`src/hw/rtl/mtf_pkg.sv`:
```
// Shared types for the move-to-front codec: the request wave and broadcast control.
package mtf_pkg;

  typedef struct packed {
    logic       valid;
    logic       done;
    logic [7:0] carry;
    logic [7:0] res;
  } wave_t;

  typedef struct packed {
    logic       mode;
    logic       clr;
    logic       wr_front;
    logic [7:0] val;
    logic [7:0] pos;
    logic [7:0] front;
  } ctl_t;

endpackage

```
`src/hw/rtl/mtf_cell.sv`:
```
// One list entry of the move-to-front chain with its stage of the request wave.
module mtf_cell #(
  parameter int K        = 0,
  parameter int ALPHABET = 256
) (
  input  logic           clk_i,
  input  logic           rst_ni,
  input  mtf_pkg::ctl_t  ctl_i,
  input  mtf_pkg::wave_t wave_i,
  output mtf_pkg::wave_t wave_o
);
  import mtf_pkg::*;

  localparam logic [7:0] KB       = 8'(K);
  localparam bit         IS_FIRST = (K == 0);
  localparam bit         IS_LAST  = (K == ALPHABET - 1);
  localparam bit         KLOW     = (K < 256);

  logic [7:0] sym_q, sym_d;
  wave_t      wave_q, wave_d;
  logic       hit;

  always_comb begin
    if (ctl_i.mode) begin
      hit = KLOW && (KB == ctl_i.pos);
    end else begin
      hit = (sym_q == ctl_i.val) || IS_LAST;
    end
  end

  always_comb begin
    sym_d  = sym_q;
    wave_d = '0;
    if (wave_i.valid) begin
      wave_d = wave_i;
      if (!wave_i.done) begin
        if (hit) begin
          wave_d.done = 1'b1;
          wave_d.res  = ctl_i.mode ? sym_q : KB;
        end else begin
          wave_d.carry = sym_q;
        end
        if (!IS_FIRST) begin
          sym_d = wave_i.carry;
        end
      end
    end
    if (IS_FIRST && ctl_i.wr_front) begin
      sym_d = ctl_i.front;
    end
    if (ctl_i.clr) begin
      sym_d = KB;
    end
  end

  always_ff @(posedge clk_i or negedge rst_ni) begin
    if (!rst_ni) begin
      sym_q  <= KB;
      wave_q <= '0;
    end else begin
      sym_q  <= sym_d;
      wave_q <= wave_d;
    end
  end

  assign wave_o = wave_q;

endmodule

```
`config.mk`:
```
export PLATFORM = sky130hd
export DESIGN_NAME = mtf_cell
export DESIGN_NICKNAME = d
export VERILOG_FILES = /design/src/hw/rtl/mtf_pkg.sv /design/src/hw/rtl/mtf_cell.sv
export SDC_FILE = /design/constraint.sdc
export NUM_CORES = 1
export LEC_CHECK = 0
export BUFFER_PORTS_ARGS = -buffer_cell sky130_fd_sc_hd__buf_2
export CAP_MARGIN = 20
export CORE_ASPECT_RATIO = 1.25
export CORE_MARGIN = 2
export CORE_UTILIZATION = 40
export CTS_CLUSTER_SIZE = 14
export DETAILED_ROUTE_END_ITERATION = 10
export PLACE_DENSITY = 0.74
export SLEW_MARGIN = 0
export SYNTH_ARGS = -nofsm -noshare
export SYNTH_HDL_FRONTEND = slang
export SYNTH_SLANG_ARGS = --single-unit
```
`constraint.sdc`:
```
create_clock -name clk_i -period 1.8 [get_ports clk_i]
set_clock_uncertainty 0.2 [all_clocks]
set_input_delay 0.36 -clock clk_i [delete_from_list [all_inputs] [get_ports clk_i]]
set_output_delay 0.36 -clock clk_i [all_outputs]
set_load 0.05 [all_outputs]
```
* After elaboration in Yosys (flattened, before gate mapping)
Cells that the tools add are included.
** Storage, ports and cells
- Logic and storage cells :: 17
- Register bits after elaboration :: 26
** Operators by class
- Eq/ne operators :: 1
- Muxes and demuxes :: 9
- Reductions and logical operators :: 2
** Operators by type and width (number)
- 8-bit 2-to-1 mux :: 5
- 18-bit 2-to-1 mux :: 1
- 17-bit 2-to-1 mux :: 1
- 8-bit == test :: 1
- 8-bit zero test :: 1
- 1-bit 2-to-1 mux :: 2
- 2-bit nonzero test :: 1

* Logic depth before layout (Yosys ltp)
Gate-level depths: netlist of run 1.
- Depth in word-level cells :: 5
- Gate-level depth with buffers :: 6
- Mapped depth without buffers :: 5

* Worst setup path after synthesis of run 1
Ideal clock, no wire load.
- Path type :: flip-flop to flip-flop
- From :: reg sym_q[3]
- To :: reg wave_q, in the netlist wave_o[10]
- Data arrival time :: 1.321 ns
- Cell stages (with the launch flop) :: 7
- Slack :: 0.156 ns
- Setup time :: 0.123 ns
- Period minus slack after synthesis :: 1.644 ns
- Path through :: dfrtp_1 xor2_1 nor4_1 nand4_1 and3b_1 buf_6 mux2i_1
** RTL lines
- start: declaration :: RTL line mtf_cell.sv:19 : logic [7:0] sym_q, sym_d;
- start signal: assignment :: RTL line mtf_cell.sv:61 : sym_q <= sym_d;
- end signal: assignment :: RTL line mtf_cell.sv:62 : wave_q <= wave_d;
- end: declaration :: RTL line mtf_cell.sv:20 : wave_t wave_q, wave_d;

==> impl_metrics.json, run 1 <==
{
  "die-area_sq_um": 3540,
  "clk_pin_slew_ns": 0.14,
  "p_leak_nw": 0.952,
  "cts_buffer_depth": 2,
  "totalNegativeSetupSlack_ns": 0,
  "areaGrowthSynthToFinish_pct": 33.8,
  "ant_nets": 0,
  "report.final.hold_viol_count": 0,
  "period_share": 0.991,
  "ys_seq_area_frac": 0.528,
  "cp.required_ns": 1.80,
  "grt_max_degree": 35,
  "syn_area_sq_um": 1230,
  "vias": 1062,
  "drive_above_1_share": 0.421,
  "crit_arrival_ns": 1.79,
  "row_count": 22,
  "clock-sinks": 26,
  "die_x_um": 53.6,
  "setup_viol": 0,
  "syn_avg_cell_area_sq_um": 10.6,
  "final_common_cell": "buf_2",
  "fmax_ghz": 0.561,
  "start_util": 0.418,
  "grt_pass1_vias": 1061,
  "path_max_fanout": 9,
  "end_kind": "register",
  "yosysWarnings": 0,
  "fin_crit_ns": 1.78,
  "drt_iter0_drc": 22,
  "post-dp-hpwl_um": 2120,
  "criticalPathCategory": "register to register",
  "synth_cell_type_count": 18,
  "drt_wl_total_um": 2690,
  "post_cts_buffers": 0,
  "hp-class": "primary input to register",
  "n_antenna_cell": 0,
  "cts_tree": "built",
  "antenna_found_initial": 0,
  "cts_buffers": 3,
  "start_kind": "register",
  "ios": 65,
  "cts_root_buffer": "clkbuf_4",
  "tightest_slew_ns": 0.577,
  "power.total_w": 0.00119,
  "first_pass_iters": 4,
  "maxSlewHeadroom": 0.616,
  "route.detailed.drc": 0,
  "syn_inst": 116,
  "grt_pass1_wl_um": 4340,
  "insertion_delay_ns": 0.31,
  "vias_per_cell": 4.85,
  "synth_fp_nets": 163,
  "gp_congestion": 0.757,
  "drv_cap": 0,
  "wl_per_cell_um": 12.3,
  "power_density_nw_per_um2": 725,
  "irDropWorstVdd_uv": 492,
  "die_y_um": 66.0,
  "grt.total_usage": 0.167,
  "rsz0062_at_grt": "yes",
  "nets": 231,
  "ys_seq_elements": 26,
  "mostFrequentLayoutCells": "buf_2, dfrtp_1, nand2_1, mux2i_1",
  "grt-ovfl-total": 0,
  "port_buffers": 64,
  "drv_slew": 0,
  "status": "completed",
  "cts-htree-levels": 1,
  "core_sq_um": 2950
}
[worst paths after layout]
kind,from,endpoint,slack (ns),cells past startpoint
min in group asynchronous,rst_ni,wave_o[3],0.35,2
setup / recovery,sym_q[0],wave_o[15],0.02,5
max in group asynchronous,rst_ni,wave_o[0],0.67,2
setup reg to reg,sym_q[0],wave_o[15],0.02,5
hold reg to reg,sym_q[5],wave_o[13],0.41,2
hold / removal,ctl_i[1],sym_q[1],0.08,3
[what timing repair did]
action,4_1_cts,5_1_grt
hold buffers,1,0
endpoints found under the hold margin,26,0
endpoints found under the setup margin,15,14
pin swaps,0,0
resized for setup,2,0
[worst max-delay path, cell delays in order (launching register included)]
cell and delay [ns]:
dfrtp_1 0.42, xor2_1 0.14, nor3_1 0.26, nand4_1 0.16
and3b_2 0.34, mux2i_1 0.15
[final cells by class]
class / instances / area (sq um)
well taps: 36 / 45.0
fillers: 264 / 1300
clock buffers: 4 / 36.3
flip-flops and latches: 26 / 651
multi-input cells: 81 / 533
repair buffers: 72 / 383
[where the power goes]
part	switching, W	total, W	internal (W)
Sequential	0.0000132	0.000629	0.000615
Combinational	0.000172	0.000274	0.000101
Clock	0.000168	0.000292	0.000123
Total	0.000354	0.00119	0.000840
[Yosys cell counts]
| cell | instances | area share |
|---|---|---|
| a21o_1 | 1 | 0.0061 |
| and3b_1 | 1 | 0.0071 |
| buf_1 | 1 | 0.0030 |
| buf_2 | 1 | 0.0041 |
| buf_6 | 2 | 0.018 |
| clkbuf_1 | 5 | 0.015 |
| dfrtp_1 | 26 | 0.53 |
| mux2i_1 | 24 | 0.20 |
| nand2_1 | 24 | 0.073 |
| nand3_1 | 8 | 0.033 |
| nand4_1 | 1 | 0.0051 |
| nand4b_1 | 1 | 0.0071 |
| nor2_1 | 8 | 0.024 |
| nor2b_1 | 1 | 0.0051 |
| nor3_1 | 2 | 0.0081 |
| nor4_1 | 2 | 0.010 |
| xnor2_1 | 2 | 0.014 |
| xor2_1 | 6 | 0.043 |
[per-layer routing]
layer  vias to the layer above  share of wire  GRT usage
li1                        519              -          -
met1                       503           0.39      0.186
met2                        38           0.54      0.301
met3                         2          0.063     0.0271
met4                         0         0.0082     0.0705
met5                         -              0          0
[metrics by stage]
step                instance area [sq um]  hold slack, ns  setup WS [ns]  cells   util
floorplan                            1230          -0.136          0.156    116      -
global placement                     1600           0.182        -0.0852    214  0.543
detailed placement                   1600           0.192         -0.112    214  0.543
CTS                                  1650          0.0704         0.0236    219  0.559
global route                         1650          0.0697        -0.0582    219  0.559
finish                               1650          0.0758         0.0164    219  0.559
[registers in the layout, indices dropped and copies added (netlist names)]
register / cells
sym_q: 8
wave_o: 18
[kinds of logic (layout without fill, tap and decap cells)]
group,count (synthesis),count (layout),synth area share
AND/OR/NAND/NOR,48,48,0.173
flip-flops,26,26,0.528
multiplexers,24,24,0.195
buffers and inverters,9,76,0.0406
XOR/XNOR,8,8,0.0569
AO/OA/AOI/OAI,1,1,0.00610
No activity file was read; power rests on OpenSTA's default activity.
==> run 2, diff against run 1 <==
==> constraint.sdc (replaced) <==
create_clock -name clk_i -period 1.8 [get_ports clk_i]
set_clock_uncertainty 0.2 [all_clocks]
set_input_delay 0.09 -clock clk_i [delete_from_list [all_inputs] [get_ports clk_i]]
set_output_delay 0.09 -clock clk_i [all_outputs]
set_load 0.05 [all_outputs]
==> run 2 against run 1 <==
Register-to-register slack about the same. Critical endpoint is now wave_o[11]. Sequential cell count unchanged. Worst setup slack got worse by 0.0068 ns. Non-clock buffer count increased by 32.
==> impl_metrics.json, run 2 (synthesized netlist as in run 1, its figures left out) <==
{
  "post-dp-hpwl_um": 2140,
  "clkPwrFrac": 0.200,
  "criticalPathCategory": "register to register",
  "rr_startpoint": "sym_q[3]",
  "maxSlewHeadroom": 0.624,
  "report.final.hold_viol_count": 0,
  "fillCellCount": 224,
  "crit_slowest_cell": "dfrtp_1",
  "r2r_slack_ns": 0.01,
  "p_switching_w": 0.000362,
  "seq_area_sq_um": 651,
  "clock-sinks": 26,
  "start_util": 0.418,
  "drv_cap": 0,
  "pwr-share-seq": 0.522,
  "cts_buffers": 3,
  "drt_wl_total_um": 3280,
  "post_cts_buffers": 0,
  "grt_pass1_wl_um": 5270,
  "vias": 1188,
  "p_leak_nw": 1.08,
  "hp-class": "primary input to register",
  "row_count": 22,
  "start_kind": "register",
  "core_sq_um": 2950,
  "power_density_nw_per_um2": 616,
  "crit_path_max_incr_delay_ns": 0.42,
  "rsz0062_at_grt": "yes",
  "crit_start": "sym_q[3]",
  "grt.total_usage": 0.207,
  "setup_viol": 0,
  "die-area_sq_um": 3540,
  "cts_root_buffer": "clkbuf_4",
  "multi_input_area_sq_um": 533,
  "clk_pin_slew_ns": 0.14,
  "tightest_slew_ns": 0.565,
  "totalNegativeSetupSlack_ns": 0,
  "route.detailed.drc": 0,
  "fmax_ghz": 0.559,
  "crit_arrival_ns": 1.83,
  "final_common_cell": "buf_2",
  "antenna_found_initial": 0,
  "nets": 263,
  "ios": 65,
  "switching_share": 0.300,
  "p_int_w": 0.000844,
  "utilization": 0.664,
  "end_kind": "register",
  "power_frac_comb": 0.278,
  "insertion_delay_ns": 0.31,
  "n_antenna_cell": 0,
  "mostFrequentLayoutCells": "buf_2, dlygate4sd3_1, dfrtp_1, nand2_1, mux2i_1",
  "cts_tree": "built",
  "status": "completed",
  "ant_nets": 0,
  "hp-start": "ctl_i[24]",
  "vias_per_cell": 4.75,
  "drv_slew": 0,
  "drive_above_1_share": 0.350,
  "areaGrowthSynthToFinish_pct": 58.9,
  "irDropWorstVdd_uv": 419,
  "fin_crit_ns": 1.79,
  "drt_iter0_drc": 25,
  "path_max_fanout": 9,
  "grt_max_degree": 35,
  "largest_register_ffs": 18,
  "cp.required_ns": 1.84,
  "cts_buffer_depth": 2,
  "die_x_um": 53.6,
  "pre_cts_ws_ns": -0.0266,
  "period_share": 0.995,
  "grt-ovfl-total": 0,
  "power.total_w": 0.00121,
  "die_y_um": 66.0,
  "crit_chain": "xor2_1 -> nor4_1 -> nand4_1 -> and3b_2 -> mux2i_1",
  "wl_per_cell_um": 13.1,
  "first_pass_iters": 4,
  "grt_pass1_vias": 1195,
  "gp_congestion": 0.748,
  "fin_ws_ns": 0.00954,
  "cts-htree-levels": 1,
  "port_buffers": 64
}
-- run 2: cell count changes in the layout (fill, tap and decap cells not counted) --
cell,before,now
buf_4,7,6
dlygate4sd3_1,1,34
clkbuf_8,1,0
-- run 2: final timing paths --
path / cells after the start / endpoint
min in group asynchronous: 2 / sym_q[3]
min: 3 / sym_q[7]
max reg2reg: 5 / wave_o[11]
max: 5 / wave_o[11]
max in group asynchronous: 2 / wave_o[17]
min reg2reg: 2 / wave_o[13]
-- run 2: worst max-delay path: cells and delay by family, from the launching register on --
kind             cells  cell delay (ns)
XOR/XNOR             1             0.14
AND/OR/NAND/NOR      3             0.75
multiplexers         1             0.20
flip-flops           1             0.42
-- run 2: power groups by stage --
stage / clock network, W / logic, W / registers [W]
after global routing: 0.000279 / 0.000361 / 0.000634
after CTS: 0.000244 / 0.000333 / 0.000630
final: 0.000241 / 0.000336 / 0.000629
after floorplan: 0 / 0.0000829 / 0.000723
after detailed placement: 0 / 0.000272 / 0.000641
after global placement: 0 / 0.000268 / 0.000640
-- run 2: final cells by class --
type,instances,share of cell area
Multi-Input combinational cell,81,0.272
Timing Repair Buffer,104,0.361
Tap cell,36,0.0230
Sequential cell,26,0.332
Clock buffer,3,0.0115
-- run 2: through the flow --
stage	area [sq um]	hold WS, ns	cells
after global routing	1960	0.00458	250
after global placement	1590	-0.0935	213
after detailed placement	1590	-0.0762	213
after CTS	1960	0.00279	250
final	1960	0.0109	250
after floorplan	1230	-0.406	116
-- run 2: timing repair --
action | 4_1_cts | 5_1_grt
endpoints found under the setup margin | 16 | 16
cloned | 0 | 0
hold endpoints to repair | 51 | 0
hold buffers | 34 | 0
resized for setup | 2 | 0
-- run 2: routing by layer --
metal  vias up  track usage  wire length [um]
met5         -            0                 0
met4         0       0.0833                38
met3         4       0.0317               226
met2        49        0.380              1810
met1       552        0.228              1200
li1        583            -                 -
