$ cat config.mk
export PLATFORM = sky130hd
export DESIGN_NAME = mtf_ctrl
export DESIGN_NICKNAME = d
export VERILOG_FILES = /design/src/hw/rtl/mtf_pkg.sv /design/src/hw/rtl/mtf_ctrl.sv
export SDC_FILE = /design/constraint.sdc
export NUM_CORES = 1
export LEC_CHECK = 0
export BUFFER_PORTS_ARGS = -buffer_cell sky130_fd_sc_hd__buf_2
export CAP_MARGIN = 20
export CORE_ASPECT_RATIO = 0.9
export CORE_MARGIN = 5
export CORE_UTILIZATION = 35
export CTS_BUF_LIST = sky130_fd_sc_hd__clkbuf_2 sky130_fd_sc_hd__clkbuf_4 sky130_fd_sc_hd__clkbuf_8
export CTS_CLUSTER_SIZE = 28
export DETAILED_ROUTE_END_ITERATION = 10
export GPL_TIMING_DRIVEN = 0
export PLACE_DENSITY = 0.8
export REMOVE_ABC_BUFFERS = 1
export SYNTH_ARGS = -nofsm -noshare
export SYNTH_HDL_FRONTEND = slang
export SYNTH_SLANG_ARGS = --single-unit
$ cat constraint.sdc
create_clock -name clk_i -period 4.16 [get_ports clk_i]
set_clock_uncertainty 0.2 [all_clocks]
set_input_delay 0.416 -clock clk_i [delete_from_list [all_inputs] [get_ports clk_i]]
set_output_delay 0.416 -clock clk_i [all_outputs]
set_load 0.05 [all_outputs]
$ cat src/hw/rtl/mtf_pkg.sv
// Shared types for the move-to-front codec: the request wave and broadcast control.
package mtf_pkg;

  typedef struct packed {
    logic       valid;
    logic       done;
    logic [7:0] carry;
    logic [7:0] res;
  } wave_t;

  typedef struct packed {
    logic       mode;
    logic       clr;
    logic       wr_front;
    logic [7:0] val;
    logic [7:0] pos;
    logic [7:0] front;
  } ctl_t;

endpackage

$ cat src/hw/rtl/mtf_ctrl.sv
// Request intake, mode register, wave launch and result buffering for the codec.
module mtf_ctrl #(
  parameter int ALPHABET = 256
) (
  input  logic           clk_i,
  input  logic           rst_ni,
  input  logic           in_valid_i,
  output logic           in_stall_o,
  input  logic [7:0]     data_in_i,
  input  logic           start_of_block_i,
  input  logic           cfg_valid_i,
  output logic           cfg_ready_o,
  input  logic           cfg_decode_mode_i,
  output logic           out_valid_o,
  input  logic           out_stall_i,
  output logic [7:0]     data_out_o,
  output mtf_pkg::ctl_t  ctl_o,
  output mtf_pkg::wave_t wave_o,
  input  mtf_pkg::wave_t fin_i
);
  import mtf_pkg::*;

  localparam logic [8:0] LIM  = (ALPHABET > 255) ? 9'd256 : 9'(ALPHABET);
  localparam logic [7:0] LAST = 8'(LIM - 9'd1);

  logic       mode_q;
  logic       busy_q, busy_d;
  logic       start_q;
  logic [7:0] val_q;
  logic       pend_v_q, pend_v_d;
  logic [7:0] pend_q, pend_d;
  logic       out_v_q, out_v_d;
  logic [7:0] out_q, out_d;
  logic       acc, fin, out_free, sat;

  assign in_stall_o  = busy_q | pend_v_q;
  assign acc         = in_valid_i & ~in_stall_o;
  assign cfg_ready_o = ~busy_q;
  assign fin         = fin_i.valid;
  assign out_free    = ~out_v_q | ~out_stall_i;
  assign sat         = ({1'b0, val_q} >= LIM);

  always_comb begin
    ctl_o          = '0;
    ctl_o.mode     = mode_q;
    ctl_o.clr      = acc & start_of_block_i;
    ctl_o.wr_front = fin;
    ctl_o.val      = val_q;
    ctl_o.pos      = sat ? LAST : val_q;
    ctl_o.front    = mode_q ? fin_i.res : val_q;
  end

  always_comb begin
    wave_o       = '0;
    wave_o.valid = start_q;
    wave_o.carry = val_q;
  end

  always_comb begin
    busy_d   = busy_q;
    pend_v_d = pend_v_q;
    pend_d   = pend_q;
    out_v_d  = out_v_q;
    out_d    = out_q;
    if (out_v_q && !out_stall_i) begin
      out_v_d = 1'b0;
    end
    if (pend_v_q && out_free) begin
      out_v_d  = 1'b1;
      out_d    = pend_q;
      pend_v_d = 1'b0;
    end else if (fin && out_free) begin
      out_v_d = 1'b1;
      out_d   = fin_i.res;
    end else if (fin) begin
      pend_v_d = 1'b1;
      pend_d   = fin_i.res;
    end
    if (acc) begin
      busy_d = 1'b1;
    end else if (fin) begin
      busy_d = 1'b0;
    end
  end

  always_ff @(posedge clk_i or negedge rst_ni) begin
    if (!rst_ni) begin
      mode_q   <= 1'b0;
      busy_q   <= 1'b0;
      start_q  <= 1'b0;
      pend_v_q <= 1'b0;
      out_v_q  <= 1'b0;
    end else begin
      if (cfg_valid_i && cfg_ready_o) begin
        mode_q <= cfg_decode_mode_i;
      end
      busy_q   <= busy_d;
      start_q  <= acc;
      pend_v_q <= pend_v_d;
      out_v_q  <= out_v_d;
    end
  end

  always_ff @(posedge clk_i) begin
    if (acc) begin
      val_q <= data_in_i;
    end
    pend_q <= pend_d;
    out_q  <= out_d;
  end

  assign out_valid_o = out_v_q;
  assign data_out_o  = out_q;

  a_fin_busy : assert property (@(posedge clk_i) disable iff (!rst_ni)
    fin |-> busy_q && !pend_v_q)
    else $error("wave finished with no request in flight or buffer full");

  a_start_busy : assert property (@(posedge clk_i) disable iff (!rst_ni)
    start_q |-> busy_q)
    else $error("wave launched while idle");

  a_pend_out : assert property (@(posedge clk_i) disable iff (!rst_ni)
    pend_v_q |-> out_v_q)
    else $error("pending result with empty output register");

  a_acc_launch : assert property (@(posedge clk_i) disable iff (!rst_ni)
    acc |=> busy_q && start_q)
    else $error("accepted request did not launch a wave");

endmodule

# --- Word-level counts from Yosys, hierarchy flattened ---
# Cells that the tools add are included.
totals:
  output_inout_bits: 56
  regBits: 29
  inputBits: 33
  wordCells: 41
classes:
  muxes: 11
  eq_ne: 1
  reduce_logical: 11
  bitwise: 10
ops:
  columns: ["op", "n"]
  rows:
  - ["two-way mux 8 bit", 3]
  - ["two-way mux 1 bit", 8]
  - ["NOT 1 bit", 6]
  - ["nonzero test 2 bit", 3]
  - ["logical AND 1 bit", 4]
  - ["AND reduction 3 bit", 1]
  - ["nonzero test 3 bit", 1]
  - ["AND 1 bit", 2]
  - ["!= test 2 bit (second input constant)", 1]
  - ["OR 1 bit", 2]
  - ["AND reduction 2 bit", 1]
  - ["zero test 1 bit", 1]

# --- Logic depth before layout (Yosys ltp) ---
# Gate-level depths: netlist (run 1).
logic_depth:
  word_depth: 5
  mapped_depth: 2
  mapped_depth_nobuf: 2

# --- Worst setup path after synthesis (run 1) ---
# No wires, ideal clock.
synth_timing:
  path_kind: "input to output"
  start: "input port in_valid_i"
  end: "output port ctl_o[25] (netlist name)"
  cell_stages: 2
  t_arrival_ns: 1.749
  path_buffers: 0
  path_slack_ns: 1.795
  required_time_ns: 3.544
  path_cell_list: "nor3b_1 and2_1"
synth_rtl:
  columns: ["element", "line_no", "source"]
  rows:
  - ["start, declared", "mtf_ctrl.sv:7", "input logic in_valid_i,"]
  - ["end, declared", "mtf_ctrl.sv:17", "output mtf_pkg::ctl_t ctl_o,"]

==> results of run 1 <==
Yosys cell counts (all sizes together):
master  count  area [sq um]
inv         2          7.51
nor3b       1          7.51
nand2       2          7.51
buf        29           215
conb        1          3.75
nor2b       1          6.26
mux2       17           191
dfrtp       5           125
and3        1          6.26
and2        1          6.26
o21bai      1          7.51
nor2        3          11.3
edfxtp     24           721
a21oi       1          5.00
a21boi      1          18.8
power breakdown:
part           internal, W  switching [W]
combinational    0.0000666       0.000221
clock             0.000112       0.000103
sequential        0.000342      0.0000198
per-layer routing:
metal	up-vias	wire length, um	GRT usage (%)
met5	-	0	0
met1	374	973	12.1
met3	7	289	4.64
li1	391	-	-
met4	0	68	6.55
met2	41	1420	18.5
layout make-up:
class	count	area, sq um
fillers	354	2050
flip-flops and latches	29	846
repair buffers	71	360
multi-input cells	38	307
clock buffers	5	68.8
well taps	46	57.6
clock inverters	3	12.5
inverters	2	7.51
logic make-up after synthesis:
group	Yosys count	synth area share [%]
other	1	0.280
muxes	17	14.3
and+or+nand+nor	9	3.36
AOI/OAI and AO/OA	3	2.33
DFF	29	63.1
buffers and inverters	31	16.6
cell usage in the layout (no fill, tap or decap):
| cell | Yosys | layout |
|---|---|---|
| edfxtp_1 | 24 | 24 |
| buf_2 | 1 | 70 |
| a21oi_1 | 1 | 1 |
| a21boi_4 | 1 | 1 |
| conb_1 | 1 | 9 |
| and2_1 | 1 | 1 |
| dlygate4sd3_1 | 0 | 1 |
| dfrtp_1 | 5 | 5 |
| clkinv_1 | 0 | 2 |
| nor2b_1 | 1 | 1 |
| nand2_1 | 2 | 2 |
| o21bai_1 | 1 | 1 |
| clkbuf_8 | 0 | 5 |
| nor3b_2 | 0 | 1 |
| mux2_2 | 17 | 17 |
| nor2_1 | 3 | 3 |
| and3_1 | 1 | 1 |
| inv_1 | 2 | 2 |
| clkinv_2 | 0 | 1 |
worst max-delay path by stage:
stage	start	to	slack, ns	depth (start not counted)
3_3_place_gp	in_valid_i	ctl_o[25]	1.35	4
2_1_floorplan	in_valid_i	ctl_o[25]	1.79	2
4_1_cts	busy_q	ctl_o[25]	1.56	3
5_1_grt	busy_q	ctl_o[25]	1.47	3
3_5_place_dp	in_valid_i	ctl_o[25]	1.84	4
6_report	busy_q	ctl_o[25]	1.63	3
flip-flops by register name, indices dropped and copies added, names as in the netlist:
signal       cells
busy_q           1
val_q            8
data_out_o       8
mode_q           1
pend_v_q         1
pend_q           8
start_q          1
out_valid_o      1
per-stage QoR:
stage	util [%]	std cells	instance area (sq um)	setup slack, ns
floorplan	-	69	1150	1.79
global placement	42.2	185	1560	1.35
detailed placement	42.3	185	1570	1.84
CTS	44.8	194	1660	1.56
global route	44.8	194	1660	1.47
finish	44.8	194	1660	1.63
worst max-delay path: stages (launching register included):
cell     delay, ns
dfrtp_1       0.42
nor3b_2       0.73
and2_1        0.22
buf_2         0.26
==> run summary, run 1 <==
Worst-Skew Late Latency -> 0.28 ns
post-synthesis cell type count -> 16
hold depth -> 1
Worst Min Path Start -> data_in_i[2]
TritonCTS clock tree -> yes
Die Width -> 75.2 um
hold buffers post-CTS -> 1
CTS Buffer Depth -> 2
reg2reg end -> data_out_o[4]
layout cells sized above 1 -> 64.2%
hold slack -> 0.109 ns
Synth warnings -> 0
Pwr Density -> 521 nW/um^2
R2R cell count -> 2
Hold WC Path Type -> in -> reg
Core ar. -> 3700 sq um
Clock Sinks -> 29
synth-to-layout area growth -> 23.8%
critical path capture point type -> primary output
first-pass GRT wire length -> 4.00 mm
Leakage -> 0.747 nW
largest net degree at the start of global routing -> 12
DP Wirelength -> 2.11 mm
First DRT Iteration DRCs -> 49
CP Data Arrival Time -> 1.91 ns
Max-Cap Viols -> 0
critical register-to-register path startpoint -> pend_v_q
status -> finished clean
PortBufs -> 70
crit path kind -> reg -> out
initial antenna violation count -> 0
max-slew violations -> 0
routed vias -> 813
RSZ-0062 raised after global routing -> no
drt wl/cell -> 14.2 um
Rel. slew slack -> 42.8%
Overall Power -> 0.000865 W
Initial DRT Pass Iterations -> 4
Final Hold Viols -> 0
H-tree level count -> 2
DIE AREA -> 5170 sq um
vias in the first global route -> 784
I/O Pins -> 89
reg2reg setup slack -> 2.41 ns
grt ovf -> 0
Seq cells post-synth -> 29
Residual DRC -> 0
PostCTS Resize Cnt -> 0
sequential-to-total area share from yosys stat -> 63.1%
GR Util All Layers -> 11.2%
postcts setup bufs -> 0
die height -> 68.7 um
Cell Area, Synth -> 1340 sq um
clk root buf -> clkbuf_8
drt total wl -> 2.75 mm
final setup TNS -> 0 ns
FMAX -> 0.396 GHz
crit share post-route -> 60.8%
Slew @ Worst Pin -> 0.858 ns
Worst Path Required -> 3.54 ns
Cells after Synth -> 90
ANT nets after route -> 0
Peak VDD IR -> 0.215 mV
vias per inst -> 4.19
Num CTS Buffers -> 5
Syn Area/Cell -> 14.9 sq um
Tmin final -> 2.53 ns
Placer Congestion -> 0.602
critical path peak fanout -> 11
# setup viols final -> 0
antenna cells -> 0
hold path endpoint -> val_q[2]
FP Rows -> 21
CP Launch Type -> register
Layout Nets -> 180
Initial Util -> 36.2%
CTS clk-pin slew, worst paths -> 0.06 ns
Note: power is estimated with default switching activity, not from simulation.
==> run 2: changes to the inputs <==
Settings changed: ABC_AREA set to 1, PLACE_DENSITY 0.8 to 0.79.
Clock period 4.16 ns to 2.5 ns, I/O delays scaled along.
==> run 2 against run 1 <==
  * Critical path depth unchanged
  * Utilization increased by 3.8 points
  * Cell count increased by 28%
  * Cell area increased by 10%
  * Combinational power increased by 77%
  * First-iteration DRC count decreased by 43%
  * Register-to-register slack got worse by 1.7 ns
  * Total power increased by 69%
  * Critical path type unchanged
==> run summary, run 2 <==
status -> finished clean
count leader, synth -> nand2_1
reg2reg setup slack -> 0.72 ns (-1.69 ns)
Cells after Synth -> 130 (+44%)
# setup viols final -> 0 (unchanged)
critical path peak fanout -> 18 (+7)
initial antenna violation count -> 0 (unchanged)
DP Wirelength -> 2.15 mm (+2.0%)
Initial Util -> 36.7% (+0.49 points)
CP Data Arrival Time -> 1.40 ns (-0.51 ns)
Synth area leader -> edfxtp_1
Synth warnings -> 0 (unchanged)
drt wl/cell -> 11.4 um (-20%)
Layout Nets -> 234 (+30%)
Die Width -> 76.1 um (+1.2%)
Initial DRT Pass Iterations -> 4 (unchanged)
Final Hold Viols -> 0 (unchanged)
largest net degree at the start of global routing -> 19 (+7)
Worst Path Buf+Inv -> 1 (unchanged)
I/O Pins -> 89 (unchanged)
prevailing post-synth register cell -> edfxtp_1
die height -> 69.5 um (+1.2%)
Slew @ Worst Pin -> 0.664 ns (-0.194 ns)
routed vias -> 994 (+22%)
FMAX -> 0.539 GHz
Core ar. -> 3760 sq um (+1.4%)
Commonest cells post-synth -> nand2_1, buf_4, edfxtp_1
Placer Congestion -> 0.730 (+21%)
multiplexer share of the synthesized area -> 0% (-14 points)
worst path cell trace -> nand2_1 -> o21ai_0 -> buf_2
synth top area cells -> edfxtp_1, buf_4, dfrtp_1, nand2_1, nand3_1
first-pass GRT wire length -> 4.66 mm (+17%)
First DRT Iteration DRCs -> 28 (-43%)
sequential-to-total area share from yosys stat -> 61.4% (-1.7 points)
largest family of logic cells by synthesized area -> buffers and inverters
Cell Area, Synth -> 1380 sq um (+2.8%)
postcts setup bufs -> 0 (unchanged)
ANT nets after route -> 0 (unchanged)
Synth Area in XOR/XNOR -> 0% (unchanged)
Seq cells post-synth -> 29 (unchanged)
FP Rows -> 21 (unchanged)
commonest non-fill, non-tap cell in the layout -> buf_2
Synth Area in Adders -> 0% (unchanged)
CTS clk-pin slew, worst paths -> 0.06 ns (about the same)
GR Util All Layers -> 10.9% (-0.36 points)
DIE AREA -> 5290 sq um (+2.4%)
filler instances -> 348 (-1.7%)
Overall Power -> 0.00146 W (+69%)
final design utilization -> 48.6% (+3.8 points)
reg2reg end -> data_out_o[0]
layout cells sized above 1 -> 38.6% (-26 points)
clk root buf -> clkbuf_8
simple-gate portion of the synthesized area -> 14.1% (+11 points)
synth-to-layout area growth -> 32.6%
H-tree level count -> 2 (unchanged)
crit share post-route -> 74.2%
asr flop ratio synth -> 17.2% (unchanged)
Leakage -> 0.910 nW (+22%)
CTS Buffer Depth -> 2 (unchanged)
antenna cells -> 0 (unchanged)
grt ovf -> 0 (unchanged)
PostCTS Resize Cnt -> 0 (unchanged)
max-slew violations -> 0 (unchanged)
hold path endpoint -> mode_q
Tmin final -> 1.85 ns
Clock Sinks -> 29 (unchanged)
RSZ-0062 raised after global routing -> no
post-synthesis cell type count -> 13 (-3)
Worst Path Required -> 2.05 ns (-1.49 ns)
Hold WC Path Type -> in -> reg
PortBufs -> 70 (unchanged)
commonest non-fill, non-tap cells in the layout -> buf_2, nand2_1, edfxtp_1
R2R cell count -> 2 (unchanged)
vias per inst -> 4.01 (-4.4%)
crit path kind -> reg -> out
Synth top area share -> 52.3% (-1.5 points)
CP Launch Type -> register
Num CTS Buffers -> 5 (unchanged)
cell family with most CP delay -> flip-flops
complex-gate fraction of the synthesized area -> 3.27% (+0.94 points)
Peak VDD IR -> 0.424 mV (+97%)
Residual DRC -> 0 (unchanged)
Post-synth EDFFs -> 24 (unchanged)
hold buffers post-CTS -> 17 (+16)
critical register-to-register path startpoint -> pend_v_q
Worst-Skew Late Latency -> 0.27 ns (about the same)
Rel. slew slack -> 55.8% (+13 points)
Syn Area/Cell -> 10.6 sq um (-29%)
critical path capture point type -> primary output
CP max-delay cell -> dfrtp_1
Pwr Density -> 800 nW/um^2 (+53%)
Max-Cap Viols -> 0 (unchanged)
drt total wl -> 2.83 mm (+2.9%)
CP max stage delay -> 0.63 ns (-0.10 ns)
Worst Min Path Start -> cfg_decode_mode_i
hold depth -> 3 (+2)
TritonCTS clock tree -> yes
vias in the first global route -> 1044 (+33%)
==> run 2: cells by family (layout without fill, tap and decap cells) <==
group / Yosys count / in the layout
buffers and inverters: 44 / 108
other: 1 / 9
AOI/OAI and AO/OA: 9 / 9
and+or+nand+nor: 47 / 47
DFF: 29 / 29
==> run 2: power by group <==
group          leakage, nW  total (W)  internal [W]  switching (W)
Combinational        0.580   0.000511      0.000105       0.000406
Sequential           0.287   0.000603      0.000571      0.0000327
Clock               0.0430   0.000347      0.000187       0.000161
==> run 2: stage by stage <==
stage / std cells / cell area [sq um] / hold WS, ns / TNS, ns / setup slack [ns]
after floorplan: 107 / 1170 / -0.246 / -3.06 / -0.383
after global placement: 223 / 1580 / -0.134 / 0 / 0.716
after detailed placement: 223 / 1580 / -0.125 / 0 / 0.694
after CTS: 248 / 1830 / 0.00904 / 0 / 0.622
after global routing: 248 / 1830 / 0.0120 / 0 / 0.508
final: 248 / 1830 / 0.0130 / 0 / 0.645
==> run 2: final cells by class <==
| class | instances | area [sq um] | area share [%] |
|---|---|---|---|
| Clock buffer | 5 | 68.8 | 3.77 |
| Timing Repair Buffer | 87 | 520 | 28.5 |
| Tap cell | 46 | 57.6 | 3.15 |
| Inverter | 13 | 48.8 | 2.67 |
| Clock inverter | 3 | 12.5 | 0.685 |
| Multi-Input combinational cell | 65 | 273 | 14.9 |
| Sequential cell | 29 | 846 | 46.3 |
==> run 2: worst max-delay path by stage <==
| stage | end | from | slack, ns | depth (start not counted) |
|---|---|---|---|---|
| 2_1_floorplan | ctl_o[0] | val_q[0] | -0.38 | 2 |
| 4_1_cts | ctl_o[5] | mode_q | 0.62 | 3 |
| 3_5_place_dp | data_out_o[5] | pend_v_q | 0.69 | 2 |
| 3_3_place_gp | data_out_o[5] | pend_v_q | 0.72 | 2 |
| 5_1_grt | ctl_o[7] | mode_q | 0.51 | 3 |
| 6_report | ctl_o[5] | mode_q | 0.65 | 3 |
==> run 2: per-layer routing <==
metal | up-vias | routed length (um) | GRT usage (%)
li1 | 522 | - | -
met1 | 425 | 1100 | 11.0
met2 | 43 | 1440 | 19.3
met3 | 4 | 254 | 5.06
met4 | 0 | 36 | 4.08
met5 | - | 0 | 0
==> run 2: tightest hold or removal path: stages <==
cell     delay [ns]
buf_2          0.08
nand3_1        0.06
nand2_1        0.06
